===== config.mk =====
export PLATFORM = sky130hd
export DESIGN_NAME = adc_offset_calib_current_scaler
export DESIGN_NICKNAME = d
export VERILOG_FILES = /design/src/hdl/acs_pkg.sv /design/src/hdl/acs_cfg_regs.sv /design/src/hdl/acs_calib_core.sv /design/src/hdl/acs_mul_stage.sv /design/src/hdl/acs_out_stage.sv /design/src/hdl/adc_offset_calib_current_scaler.sv
export VERILOG_INCLUDE_DIRS = /design/src /design/src/hdl
export SDC_FILE = /design/constraint.sdc
export NUM_CORES = 2
export LEC_CHECK = 0
export ABC_AREA = 0
export BUFFER_PORTS_ARGS = -buffer_cell sky130_fd_sc_hd__buf_2
export CORE_UTILIZATION = 45
export DETAILED_ROUTE_END_ITERATION = 10
export PLACE_DENSITY = 0.72
export SYNTH_ARGS = -nofsm -noshare
export SYNTH_HDL_FRONTEND = slang
export SYNTH_SLANG_ARGS = --single-unit

===== constraint.sdc =====
create_clock -name clk_i -period 18.45 [get_ports clk_i]
set_input_delay 3.69 -clock clk_i [delete_from_list [all_inputs] [get_ports clk_i]]
set_output_delay 3.69 -clock clk_i [all_outputs]
set_load 0.03 [all_outputs]

===== src/hdl/adc_offset_calib_current_scaler_defines.svh =====
// ----------------------------------------------------------------------------
// adc_offset_calib_current_scaler_defines
// Assertion macros for the offset calibration and current scaler block.
// ----------------------------------------------------------------------------
`ifndef ADC_OFFSET_CALIB_CURRENT_SCALER_DEFINES_SVH
`define ADC_OFFSET_CALIB_CURRENT_SCALER_DEFINES_SVH

`ifndef SYNTHESIS

// property checked at every clock edge out of reset
`define ACS_ASSERT(lbl, clk, rst_n, prop) \
  lbl: assert property (@(posedge clk) disable iff (!rst_n) (prop)) \
    else $error("acs check failed");

// same-cycle implication
`define ACS_ASSERT_IMP(lbl, clk, rst_n, ante, cons) \
  lbl: assert property (@(posedge clk) disable iff (!rst_n) (ante) |-> (cons)) \
    else $error("acs implication failed");

`else

`define ACS_ASSERT(lbl, clk, rst_n, prop)
`define ACS_ASSERT_IMP(lbl, clk, rst_n, ante, cons)

`endif

`endif


===== src/hdl/acs_pkg.sv =====
// ----------------------------------------------------------------------------
// acs_pkg
// Shared widths, codes and stage types of the offset calibration and
// current scaler block.
// ----------------------------------------------------------------------------
package acs_pkg;

  // adc code width and averaging length
  localparam int unsigned AdcBits  = 12;
  localparam int unsigned AvgLog2  = 10;
  localparam int unsigned RunLen   = 1 << AvgLog2;
  localparam int unsigned CntBits  = AvgLog2 + 1;
  localparam int unsigned SumBits  = AdcBits + AvgLog2;

  // gains are unsigned q4.12
  localparam int unsigned GainBits = 16;

  // result widths
  localparam int unsigned VoltBits  = AdcBits + GainBits;
  localparam int unsigned CurBits   = VoltBits + 1;
  localparam int unsigned VBits     = CurBits + 1;
  localparam int unsigned DeltaBits = VoltBits + 1;

  // stream word widths
  localparam int unsigned InFieldBits  = 3 * AdcBits;
  localparam int unsigned InDataBits   = ((InFieldBits + 7) / 8) * 8;
  localparam int unsigned OutFieldBits = 2 * CurBits + VBits + VoltBits + DeltaBits;
  localparam int unsigned OutDataBits  = ((OutFieldBits + 7) / 8) * 8;

  // configuration port
  localparam int unsigned CfgIdxBits  = 2;
  localparam int unsigned CfgDataBits = GainBits;
  localparam logic [GainBits-1:0] GainReset = GainBits'(4096);

  typedef enum logic [CfgIdxBits-1:0] {
    RegCurrentGain = 2'd0,
    RegCurrentSign = 2'd1,
    RegBusGain     = 2'd2
  } acs_reg_e;

  typedef enum logic {
    ModeCalib   = 1'b0,
    ModeConvert = 1'b1
  } acs_mode_e;

  typedef struct packed {
    logic [GainBits-1:0] current_gain;
    logic                current_sign;
    logic [GainBits-1:0] bus_gain;
  } acs_cfg_t;

  typedef struct packed {
    acs_mode_e          mode;
    logic [AdcBits-1:0] u_code;
    logic [AdcBits-1:0] w_code;
    logic [AdcBits-1:0] bus_code;
  } acs_item_t;

  // calibration state seen by the datapath
  typedef struct packed {
    logic [AdcBits-1:0]  u_offset;
    logic [AdcBits-1:0]  w_offset;
    logic [AdcBits-1:0]  bus_avg;
    logic [VoltBits-1:0] calib_voltage;
    logic                done_next;
    logic                done;
    logic                idle;
  } acs_cal_t;

  typedef struct packed {
    acs_mode_e                  mode;
    logic                       done;
    logic signed [CurBits-1:0]  u_prod;
    logic signed [CurBits-1:0]  w_prod;
    logic [VoltBits-1:0]        bus_prod;
  } acs_prod_t;

  typedef struct packed {
    acs_mode_e                   mode;
    logic                        done;
    logic signed [CurBits-1:0]   u;
    logic signed [VBits-1:0]     v;
    logic signed [CurBits-1:0]   w;
    logic [VoltBits-1:0]         bus;
    logic signed [DeltaBits-1:0] delta;
  } acs_res_t;

endpackage


===== src/hdl/acs_cfg_regs.sv =====
// ----------------------------------------------------------------------------
// acs_cfg_regs
// Gain and sign registers written through the configuration channel.
// ----------------------------------------------------------------------------
module acs_cfg_regs (
  input  logic                             clk_i,
  input  logic                             rst_ni,
  input  logic                             cfg_valid_i,
  output logic                             cfg_ready_o,
  input  logic [acs_pkg::CfgIdxBits-1:0]   cfg_index_i,
  input  logic [acs_pkg::CfgDataBits-1:0]  cfg_data_i,
  output acs_pkg::acs_cfg_t                cfg_o
);

  acs_pkg::acs_cfg_t cfg_q, cfg_d;

  // writes are always accepted, ready is tied high
  assign cfg_ready_o = 1'b1;

  // register decode, unknown indexes are dropped
  always_comb begin
    cfg_d = cfg_q;
    if (cfg_valid_i) begin
      unique case (acs_pkg::acs_reg_e'(cfg_index_i))
        acs_pkg::RegCurrentGain: cfg_d.current_gain = cfg_data_i[acs_pkg::GainBits-1:0];
        acs_pkg::RegCurrentSign: cfg_d.current_sign = cfg_data_i[0];
        acs_pkg::RegBusGain:     cfg_d.bus_gain     = cfg_data_i[acs_pkg::GainBits-1:0];
        default: ;
      endcase
    end
  end

  always_ff @(posedge clk_i or negedge rst_ni) begin
    if (!rst_ni) begin
      cfg_q.current_gain <= acs_pkg::GainReset;
      cfg_q.current_sign <= 1'b0;
      cfg_q.bus_gain     <= acs_pkg::GainReset;
    end else begin
      cfg_q <= cfg_d;
    end
  end

  assign cfg_o = cfg_q;

endmodule


===== src/hdl/acs_calib_core.sv =====
// ----------------------------------------------------------------------------
// acs_calib_core
// Calibration run state: sample count, channel sums, offsets, calibration
// voltage, done flag; updated as each calibrate item leaves the input stage.
// ----------------------------------------------------------------------------
module acs_calib_core (
  input  logic                             clk_i,
  input  logic                             rst_ni,
  input  logic                             move_i,
  input  acs_pkg::acs_item_t               item_i,
  input  logic [acs_pkg::VoltBits-1:0]     bus_prod_i,
  output acs_pkg::acs_cal_t                cal_o
);

  logic [acs_pkg::CntBits-1:0]  count_q, count_d;
  logic [acs_pkg::SumBits-1:0]  u_sum_q, u_sum_d;
  logic [acs_pkg::SumBits-1:0]  w_sum_q, w_sum_d;
  logic [acs_pkg::SumBits-1:0]  bus_sum_q, bus_sum_d;
  logic [acs_pkg::AdcBits-1:0]  u_off_q, u_off_d;
  logic [acs_pkg::AdcBits-1:0]  w_off_q, w_off_d;
  logic [acs_pkg::VoltBits-1:0] calib_q, calib_d;
  logic                         done_q, done_d;
  logic                         run_end;
  logic                         calib_item;

  assign run_end    = (count_q == acs_pkg::CntBits'(acs_pkg::RunLen));
  assign calib_item = (item_i.mode == acs_pkg::ModeCalib);

  // run sequencing: clear on first sample, accumulate, then close the run
  always_comb begin
    count_d   = count_q;
    u_sum_d   = u_sum_q;
    w_sum_d   = w_sum_q;
    bus_sum_d = bus_sum_q;
    u_off_d   = u_off_q;
    w_off_d   = w_off_q;
    calib_d   = calib_q;
    done_d    = done_q;
    if (move_i && calib_item) begin
      if (run_end) begin
        u_off_d = u_sum_q[acs_pkg::AvgLog2 +: acs_pkg::AdcBits];
        w_off_d = w_sum_q[acs_pkg::AvgLog2 +: acs_pkg::AdcBits];
        calib_d = bus_prod_i;
        count_d = '0;
        done_d  = 1'b1;
      end else if (count_q == '0) begin
        u_sum_d   = acs_pkg::SumBits'(item_i.u_code);
        w_sum_d   = acs_pkg::SumBits'(item_i.w_code);
        bus_sum_d = acs_pkg::SumBits'(item_i.bus_code);
        count_d   = count_q + acs_pkg::CntBits'(1);
        done_d    = 1'b0;
      end else begin
        u_sum_d   = u_sum_q + acs_pkg::SumBits'(item_i.u_code);
        w_sum_d   = w_sum_q + acs_pkg::SumBits'(item_i.w_code);
        bus_sum_d = bus_sum_q + acs_pkg::SumBits'(item_i.bus_code);
        count_d   = count_q + acs_pkg::CntBits'(1);
      end
    end
  end

  always_ff @(posedge clk_i or negedge rst_ni) begin
    if (!rst_ni) begin
      count_q   <= '0;
      u_sum_q   <= '0;
      w_sum_q   <= '0;
      bus_sum_q <= '0;
      u_off_q   <= '0;
      w_off_q   <= '0;
      calib_q   <= '0;
      done_q    <= 1'b0;
    end else begin
      count_q   <= count_d;
      u_sum_q   <= u_sum_d;
      w_sum_q   <= w_sum_d;
      bus_sum_q <= bus_sum_d;
      u_off_q   <= u_off_d;
      w_off_q   <= w_off_d;
      calib_q   <= calib_d;
      done_q    <= done_d;
    end
  end

  // done as seen after the item now in the input stage
  assign cal_o.u_offset      = u_off_q;
  assign cal_o.w_offset      = w_off_q;
  assign cal_o.bus_avg       = bus_sum_q[acs_pkg::AvgLog2 +: acs_pkg::AdcBits];
  assign cal_o.calib_voltage = calib_q;
  assign cal_o.done_next     = calib_item ? run_end : done_q;
  assign cal_o.done          = done_q;
  assign cal_o.idle          = (count_q == '0);

endmodule


===== src/hdl/acs_mul_stage.sv =====
// ----------------------------------------------------------------------------
// acs_mul_stage
// Input register, offset subtraction and gain multipliers, product register.
// The bus multiplier also forms the calibration voltage when a run closes.
// ----------------------------------------------------------------------------
module acs_mul_stage (
  input  logic                          clk_i,
  input  logic                          rst_ni,
  input  logic                          s_valid_i,
  output logic                          s_ready_o,
  input  acs_pkg::acs_item_t            item_i,
  input  acs_pkg::acs_cfg_t             cfg_i,
  input  acs_pkg::acs_cal_t             cal_i,
  output logic                          move_o,
  output acs_pkg::acs_item_t            item_o,
  output logic [acs_pkg::VoltBits-1:0]  bus_prod_o,
  output logic                          prod_valid_o,
  input  logic                          prod_ready_i,
  output acs_pkg::acs_prod_t            prod_o
);

  acs_pkg::acs_item_t a_q;
  logic               a_valid_q, a_valid_d;
  acs_pkg::acs_prod_t b_q, b_d;
  logic               b_valid_q, b_valid_d;
  logic               b_free;

  logic signed [acs_pkg::AdcBits:0]  u_diff, w_diff;
  logic signed [acs_pkg::GainBits:0] gain_s;
  logic signed [acs_pkg::CurBits:0]  u_full, w_full;
  logic [acs_pkg::AdcBits-1:0]       bus_op;

  // stage handshake
  assign b_free    = !b_valid_q || prod_ready_i;
  assign move_o    = a_valid_q && b_free;
  assign s_ready_o = !a_valid_q || b_free;

  assign a_valid_d = s_ready_o ? s_valid_i : a_valid_q;
  assign b_valid_d = b_free ? a_valid_q : b_valid_q;

  always_ff @(posedge clk_i or negedge rst_ni) begin
    if (!rst_ni) begin
      a_valid_q <= 1'b0;
      b_valid_q <= 1'b0;
    end else begin
      a_valid_q <= a_valid_d;
      b_valid_q <= b_valid_d;
    end
  end

  // offset correction and current products
  assign u_diff = $signed({1'b0, a_q.u_code}) - $signed({1'b0, cal_i.u_offset});
  assign w_diff = $signed({1'b0, a_q.w_code}) - $signed({1'b0, cal_i.w_offset});
  assign gain_s = $signed({1'b0, cfg_i.current_gain});
  assign u_full = (acs_pkg::CurBits+1)'(u_diff) * (acs_pkg::CurBits+1)'(gain_s);
  assign w_full = (acs_pkg::CurBits+1)'(w_diff) * (acs_pkg::CurBits+1)'(gain_s);

  // bus code in convert mode, averaged bus sum in calibrate mode (used when a run closes)
  assign bus_op     = (a_q.mode == acs_pkg::ModeConvert) ? a_q.bus_code : cal_i.bus_avg;
  assign bus_prod_o = acs_pkg::VoltBits'(bus_op) * acs_pkg::VoltBits'(cfg_i.bus_gain);

  always_comb begin
    b_d.mode     = a_q.mode;
    b_d.done     = cal_i.done_next;
    b_d.u_prod   = u_full[acs_pkg::CurBits-1:0];
    b_d.w_prod   = w_full[acs_pkg::CurBits-1:0];
    b_d.bus_prod = bus_prod_o;
  end

  // payload registers
  always_ff @(posedge clk_i) begin
    if (s_ready_o && s_valid_i) begin
      a_q <= item_i;
    end
    if (move_o) begin
      b_q <= b_d;
    end
  end

  assign item_o       = a_q;
  assign prod_valid_o = b_valid_q;
  assign prod_o       = b_q;

endmodule


===== src/hdl/acs_out_stage.sv =====
// ----------------------------------------------------------------------------
// acs_out_stage
// Sign, third phase, bus delta and calibrate-mode zeroing into the result
// register.
// ----------------------------------------------------------------------------
module acs_out_stage (
  input  logic                          clk_i,
  input  logic                          rst_ni,
  input  logic                          prod_valid_i,
  output logic                          prod_ready_o,
  input  acs_pkg::acs_prod_t            prod_i,
  input  logic                          sign_i,
  input  logic [acs_pkg::VoltBits-1:0]  calib_voltage_i,
  output logic                          res_valid_o,
  input  logic                          res_ready_i,
  output acs_pkg::acs_res_t             res_o
);

  acs_pkg::acs_res_t res_q, res_d;
  logic              res_valid_q, res_valid_d;
  logic              r_free;

  logic signed [acs_pkg::VBits-1:0]     uw_sum;
  logic signed [acs_pkg::DeltaBits-1:0] delta;

  // result register handshake
  assign r_free       = !res_valid_q || res_ready_i;
  assign prod_ready_o = r_free;
  assign res_valid_d  = r_free ? prod_valid_i : res_valid_q;

  always_ff @(posedge clk_i or negedge rst_ni) begin
    if (!rst_ni) begin
      res_valid_q <= 1'b0;
    end else begin
      res_valid_q <= res_valid_d;
    end
  end

  // v is the negated sum of the signed u and w currents
  assign uw_sum = acs_pkg::VBits'(prod_i.u_prod) + acs_pkg::VBits'(prod_i.w_prod);
  assign delta  = $signed(acs_pkg::DeltaBits'(prod_i.bus_prod))
                - $signed(acs_pkg::DeltaBits'(calib_voltage_i));

  always_comb begin
    res_d.mode  = prod_i.mode;
    res_d.done  = prod_i.done;
    res_d.u     = '0;
    res_d.v     = '0;
    res_d.w     = '0;
    res_d.bus   = '0;
    res_d.delta = '0;
    if (prod_i.mode == acs_pkg::ModeConvert) begin
      res_d.u     = sign_i ? -prod_i.u_prod : prod_i.u_prod;
      res_d.w     = sign_i ? -prod_i.w_prod : prod_i.w_prod;
      res_d.v     = sign_i ? uw_sum : -uw_sum;
      res_d.bus   = prod_i.bus_prod;
      res_d.delta = delta;
    end
  end

  always_ff @(posedge clk_i) begin
    if (r_free && prod_valid_i) begin
      res_q <= res_d;
    end
  end

  assign res_valid_o = res_valid_q;
  assign res_o       = res_q;

endmodule


===== src/hdl/adc_offset_calib_current_scaler.sv =====
// ----------------------------------------------------------------------------
// adc_offset_calib_current_scaler
// ADC zero-offset calibration and phase current / bus voltage scaling.
// ----------------------------------------------------------------------------
//
//  channel   dir   handshake                       payload
//  s_axis    in    s_axis_tvalid / s_axis_tready   tdata codes, tuser mode
//  m_axis    out   m_axis_tvalid / m_axis_tready   tdata results, tuser done
//  cfg       in    cfg_valid_i / cfg_ready_o       cfg_index_i, cfg_data_i
//
// One word in and one word out per cycle while m_axis_tready is high; an
// accepted word passes the product register, then the result register.
// The gain multipliers sit between the input and product registers.
// Reset loads the gains to 1.0, the sign to plus, and zeroes the offsets,
// calibration voltage, run count and done flag.
// With m_axis_tready low the three stages fill up; s_axis_tready drops only
// when all of them hold a word. Configuration writes are always accepted.
//
`include "adc_offset_calib_current_scaler_defines.svh"

module adc_offset_calib_current_scaler (
  input  logic                              clk_i,
  input  logic                              rst_ni,
  // fields from bit 0: u_code, w_code, bus_code, zero pad
  input  logic [acs_pkg::InDataBits-1:0]    s_axis_tdata,
  // fields from bit 0: mode
  input  logic                              s_axis_tuser,
  input  logic                              s_axis_tvalid,
  output logic                              s_axis_tready,
  // fields from bit 0: u_current, v_current, w_current, bus_volts, bus_delta,
  // zero pad
  output logic [acs_pkg::OutDataBits-1:0]   m_axis_tdata,
  // fields from bit 0: calib_done
  output logic                              m_axis_tuser,
  output logic                              m_axis_tvalid,
  input  logic                              m_axis_tready,
  input  logic                              cfg_valid_i,
  output logic                              cfg_ready_o,
  input  logic [acs_pkg::CfgIdxBits-1:0]    cfg_index_i,
  input  logic [acs_pkg::CfgDataBits-1:0]   cfg_data_i
);

  acs_pkg::acs_cfg_t  cfg;
  acs_pkg::acs_item_t in_item;
  acs_pkg::acs_item_t a_item;
  acs_pkg::acs_cal_t  cal;
  acs_pkg::acs_prod_t prod;
  acs_pkg::acs_res_t  res;
  logic                         a_move;
  logic [acs_pkg::VoltBits-1:0] bus_prod;
  logic                         prod_valid;
  logic                         prod_ready;
  logic signed [acs_pkg::VBits-1:0] v_chk;
  logic                         calib_res;

  // unpack the input word
  assign in_item.mode     = acs_pkg::acs_mode_e'(s_axis_tuser);
  assign in_item.u_code   = s_axis_tdata[0 +: acs_pkg::AdcBits];
  assign in_item.w_code   = s_axis_tdata[acs_pkg::AdcBits +: acs_pkg::AdcBits];
  assign in_item.bus_code = s_axis_tdata[2*acs_pkg::AdcBits +: acs_pkg::AdcBits];

  acs_cfg_regs u_cfg_regs (
    .clk_i       (clk_i),
    .rst_ni      (rst_ni),
    .cfg_valid_i (cfg_valid_i),
    .cfg_ready_o (cfg_ready_o),
    .cfg_index_i (cfg_index_i),
    .cfg_data_i  (cfg_data_i),
    .cfg_o       (cfg)
  );

  acs_calib_core u_calib_core (
    .clk_i      (clk_i),
    .rst_ni     (rst_ni),
    .move_i     (a_move),
    .item_i     (a_item),
    .bus_prod_i (bus_prod),
    .cal_o      (cal)
  );

  acs_mul_stage u_mul_stage (
    .clk_i        (clk_i),
    .rst_ni       (rst_ni),
    .s_valid_i    (s_axis_tvalid),
    .s_ready_o    (s_axis_tready),
    .item_i       (in_item),
    .cfg_i        (cfg),
    .cal_i        (cal),
    .move_o       (a_move),
    .item_o       (a_item),
    .bus_prod_o   (bus_prod),
    .prod_valid_o (prod_valid),
    .prod_ready_i (prod_ready),
    .prod_o       (prod)
  );

  acs_out_stage u_out_stage (
    .clk_i           (clk_i),
    .rst_ni          (rst_ni),
    .prod_valid_i    (prod_valid),
    .prod_ready_o    (prod_ready),
    .prod_i          (prod),
    .sign_i          (cfg.current_sign),
    .calib_voltage_i (cal.calib_voltage),
    .res_valid_o     (m_axis_tvalid),
    .res_ready_i     (m_axis_tready),
    .res_o           (res)
  );

  // pack the result word
  assign m_axis_tdata = acs_pkg::OutDataBits'({res.delta, res.bus, res.w, res.v, res.u});
  assign m_axis_tuser = res.done;

  // third phase recomputed from the delivered u and w
  assign v_chk = -(acs_pkg::VBits'(res.u) + acs_pkg::VBits'(res.w));

  assign calib_res = (res.mode == acs_pkg::ModeCalib);

  // calibrate-mode results carry no measurement
  `ACS_ASSERT_IMP(a_calib_zero, clk_i, rst_ni, m_axis_tvalid && calib_res, m_axis_tdata == '0)
  // phase currents always sum to zero
  `ACS_ASSERT_IMP(a_phase_sum, clk_i, rst_ni, m_axis_tvalid, res.v == v_chk)
  // done is set only by the item that closes a run
  `ACS_ASSERT_IMP(a_done_run_end, clk_i, rst_ni, $rose(cal.done), cal.idle)
  // input back-pressure only with a full pipe and a waiting result
  `ACS_ASSERT_IMP(a_stall_full, clk_i, rst_ni, !s_axis_tready, m_axis_tvalid && !m_axis_tready)

endmodule

==> impl_metrics.xml <==
<?xml version="1.0" encoding="UTF-8"?>
<metrics>
  <group name="place">
    <metric name="post_place_cells" unit="">5714</metric>
    <metric name="place.detailed.hpwl" unit="um">75200</metric>
    <metric name="place.port_buffers" unit="">207</metric>
    <metric name="post-place-ws" unit="ns">9.63</metric>
    <metric name="gpl.final_weighted_congestion" unit="">0.879</metric>
  </group>
  <group name="worst_setup_path">
    <metric name="critPathSlowestCell" unit="">xor2_1</metric>
    <metric name="path_max_fanout" unit="">16</metric>
    <metric name="critical-path-top-cell-by-count" unit="">o21ai_0</metric>
    <metric name="worstPathBufferInverterCount" unit="">2</metric>
    <metric name="worstPathRequired" unit="ns">18.83</metric>
    <metric name="timing.critical_path.to_type" unit="">flop</metric>
    <metric name="worstReg2RegStart" unit="">u_mul_stage.item_o[14]</metric>
    <metric name="worst-setup-path-type" unit="">reg2reg</metric>
    <metric name="worst_path_largest_cell_delay" unit="ns">1.06</metric>
    <metric name="worst_setup_path_startpoint" unit="">u_mul_stage.item_o[14]</metric>
    <metric name="critical_path.startpoint_type" unit="">flop</metric>
    <metric name="cp_data_arrival_time" unit="ns">9.27</metric>
    <metric name="path_delay_family" unit="">adder cells</metric>
  </group>
  <group name="worst_hold_path">
    <metric name="holdCritPathClass" unit="">reg2reg</metric>
    <metric name="timing.hold.worst.start" unit="">u_mul_stage.prod_o[86]</metric>
  </group>
  <group name="global_routing">
    <metric name="antenna_found_initial" unit="">2</metric>
    <metric name="globalRouteTotalUtil" unit="%">20.8</metric>
    <metric name="first_global_vias" unit="">30900</metric>
    <metric name="globalRouteOverflowTotal" unit="">0</metric>
    <metric name="grt_max_degree" unit="">95</metric>
    <metric name="grt_first_pass_wirelength" unit="um">159000</metric>
  </group>
  <group name="drt">
    <metric name="finalWirelength" unit="um">98000</metric>
    <metric name="drt_iter0_markers" unit="">2003</metric>
    <metric name="detailedRoute.firstPassIterationCount" unit="">5</metric>
    <metric name="avgViaCountPerCell" unit="">5.28</metric>
    <metric name="drtAntennaViolNets" unit="">0</metric>
    <metric name="via_count" unit="">30700</metric>
    <metric name="remaining_drc_errors" unit="">0</metric>
    <metric name="post_drt_wl_per_cell" unit="um">16.9</metric>
  </group>
  <group name="logic_synthesis">
    <metric name="mappedNetlistArea" unit="sq um">42400</metric>
    <metric name="synthArstFlopShare" unit="%">38.0</metric>
    <metric name="netlist_instances" unit="">4373</metric>
    <metric name="seq_area_frac_synth" unit="%">29.0</metric>
    <metric name="ys.flop_type" unit="">edfxtp_1</metric>
    <metric name="synth-seq-cells" unit="">437</metric>
    <metric name="synth-edff-count" unit="">271</metric>
    <metric name="ys_warn_count" unit="">0</metric>
    <metric name="postSynthAreaPerCell" unit="sq um">9.70</metric>
    <metric name="yosysUniqueCellTypes" unit="">86</metric>
  </group>
  <group name="clock_tree">
    <metric name="clockRootBuffer" unit="">clkbuf_16</metric>
    <metric name="cts.htree.levels" unit="">2</metric>
    <metric name="tritoncts" unit="">yes</metric>
    <metric name="cts_buffers" unit="">52</metric>
    <metric name="cts.hold.buffers_added" unit="">0</metric>
    <metric name="ctsResizeCount" unit="">0</metric>
    <metric name="cts_post_setup_buffers_inserted" unit="">0</metric>
    <metric name="clkTransAtPathRegs" unit="ns">0.06</metric>
    <metric name="clockBufferDepth" unit="">3</metric>
    <metric name="tritoncts_num_sinks" unit="">437</metric>
    <metric name="insertion_delay" unit="ns">0.64</metric>
  </group>
  <group name="sta">
    <metric name="setup_tns" unit="ns">0</metric>
    <metric name="timing.final.setup_violations" unit="">0</metric>
    <metric name="grt_setup_unrepaired" unit="">no</metric>
    <metric name="final.hold.worst_slack" unit="ns">0.419</metric>
    <metric name="worst_clock_skew" unit="ns">0.0180</metric>
    <metric name="min_clock_period_post_route" unit="ns">8.89</metric>
    <metric name="slew_headroom" unit="%">9.05</metric>
    <metric name="timing.final.crit_share" unit="%">48.2</metric>
    <metric name="timing_worst_slew_pin_value" unit="ns">1.36</metric>
    <metric name="final_hold_vios" unit="">0</metric>
    <metric name="fmax" unit="MHz">113</metric>
    <metric name="final-max-slew-violation-count" unit="">0</metric>
    <metric name="final_critical_path_setup_slack" unit="ns">9.56</metric>
  </group>
  <group name="final_layout">
    <metric name="synthToLayoutAreaGrowth" unit="%">9.63</metric>
    <metric name="final_cell_count_no_fill" unit="">5810</metric>
    <metric name="final_net_count" unit="">5417</metric>
    <metric name="drive_gt1_share" unit="%">9.73</metric>
  </group>
  <group name="floorplan">
    <metric name="floorplan.initialDensity" unit="%">45.4</metric>
    <metric name="design.portCount" unit="">220</metric>
    <metric name="core_region_area" unit="sq um">93300</metric>
    <metric name="die-height" unit="um">309</metric>
    <metric name="std_cell_rows" unit="">112</metric>
    <metric name="die_area" unit="sq um">95500</metric>
    <metric name="die_x" unit="um">309</metric>
  </group>
  <group name="run_status">
    <metric name="status" unit="">completed</metric>
  </group>
  <group name="flow_run">
    <metric name="maxcap_viol_count" unit="">0</metric>
  </group>
</metrics>
[synthesized netlist by cell type, types with 11 or more instances]
library cell  count  area share (%)
or3_1            30            0.44
o21ai_0         193             2.3
o41ai_1          12            0.25
nand2_1         542             4.8
nor3b_1          11            0.19
mux2_2           47             1.2
xor2_1          105             2.2
a21oi_1         188             2.2
nand2b_1         65            0.96
and3_1           16            0.24
inv_1           596             5.3
edfxtp_1        271              19
o211ai_1         12            0.21
ha_1            384              11
and2_1          162             2.4
nor2b_1         110             1.6
nor4_1           13            0.19
nand4_1          22            0.32
o21a_1           20            0.35
nor2_1          295             2.6
or4_1            12            0.21
clkbuf_1        156             1.4
dfrtp_1         164             9.7
nor3_1           58            0.68
a31oi_1          19            0.28
or2_2            23            0.34
fa_1            455              21
o21bai_1         16            0.28
o31ai_1          18            0.32
a211oi_1         11            0.19
a21o_1           65             1.2
nand3_1          31            0.37
xnor2_1         137             2.8
a21boi_0         16            0.28
[routing by layer]
layer  share of wire (%)  vias up  wire, um  track usage (%)
met1                  44    15100     43300             28.0
met3                 5.9      151      5820             3.32
met5               0.011        -        11                0
li1                    -    14500         -                -
met4                 2.6        2      2570             5.92
met2                  47      836     46300             34.8
[layout make-up]
cell class              count  area (sq um)
inverters                 596          2240
repair buffers            252          1380
fillers                  8481         46800
clock buffers              68          1450
well taps                1254          1570
multi-input cells        3175         27300
flip-flops and latches    437         12300
diodes                      1          2.50
clock inverters            27           262
[worst paths after layout]
kind,end,slack (ns),cells past startpoint
hold reg to reg,u_out_stage.res_o[145],0.42,0
min in group asynchronous,u_calib_core.bus_sum_q[5],3.13,1
setup / recovery,u_mul_stage.prod_o[56],9.56,30
max in group asynchronous,u_calib_core.u_off_q[5],13.70,2
setup reg to reg,u_mul_stage.prod_o[56],9.56,30
hold / removal,u_out_stage.res_o[145],0.42,0
[worst register-to-register path: cells and delay by family, from the launching register on]
kind / cells / cell delay, ns
xor gates and xnor gates: 2 / 1.14
buffers and inverters: 2 / 0.09
AOI/OAI and AO/OA: 14 / 2.68
adders and majority gates: 8 / 3.28
and+or+nand+nor: 4 / 0.95
DFF: 1 / 0.47
[cells by family after synthesis]
family / after synthesis / share of synthesized area (%)
muxes: 55 / 1.44
buffers and inverters: 767 / 6.88
AOI/OAI and AO/OA: 617 / 8.88
other: 2 / 0.0177
xor gates and xnor gates: 242 / 5.00
adders and majority gates: 839 / 32.8
DFF: 437 / 29.0
and+or+nand+nor: 1414 / 16.0
[stage by stage]
stage / cell area (sq um) / util (%)
CTS: 46500 / 49.8
finish: 46500 / 49.8
floorplan: 42400 / -
global route: 46500 / 49.8
global placement: 44800 / 48.0
detailed placement: 44800 / 48.0
[state kept, by name, summed over array words and instances (netlist names), 11 cells and up]
name,flops
u_out_stage.res_o,146
u_mul_stage.prod_o,88
u_mul_stage.item_o,37
u_cfg_regs.cfg_o,33
u_calib_core.calib_q,28
u_calib_core.bus_sum_q,22
u_calib_core.u_sum_q,22
u_calib_core.w_sum_q,22
u_calib_core.u_off_q,12
u_calib_core.w_off_q,12
u_calib_core.count_q,11
[cells in the final DEF, fill, tap and decap left out, drive strengths merged, types with 17 or more instances in the layout]
cell	instances
a31oi	19
a21oi	189
buf	252
or3	31
or2	23
edfxtp	271
clkinv	17
and2	163
xnor2	137
xor2	105
nand3	31
ha	384
nand2	542
o31ai	18
a21o	65
o21ai	195
nand2b	65
fa	455
nand4	22
mux2	47
o21a	21
nor2	295
nor3	58
dfrtp	164
inv	598
clkbuf	68
nor2b	110
Power is left out: the tool's default activity adds up to more than one toggle a clock period on the data nets, which glitch-free logic cannot reach.
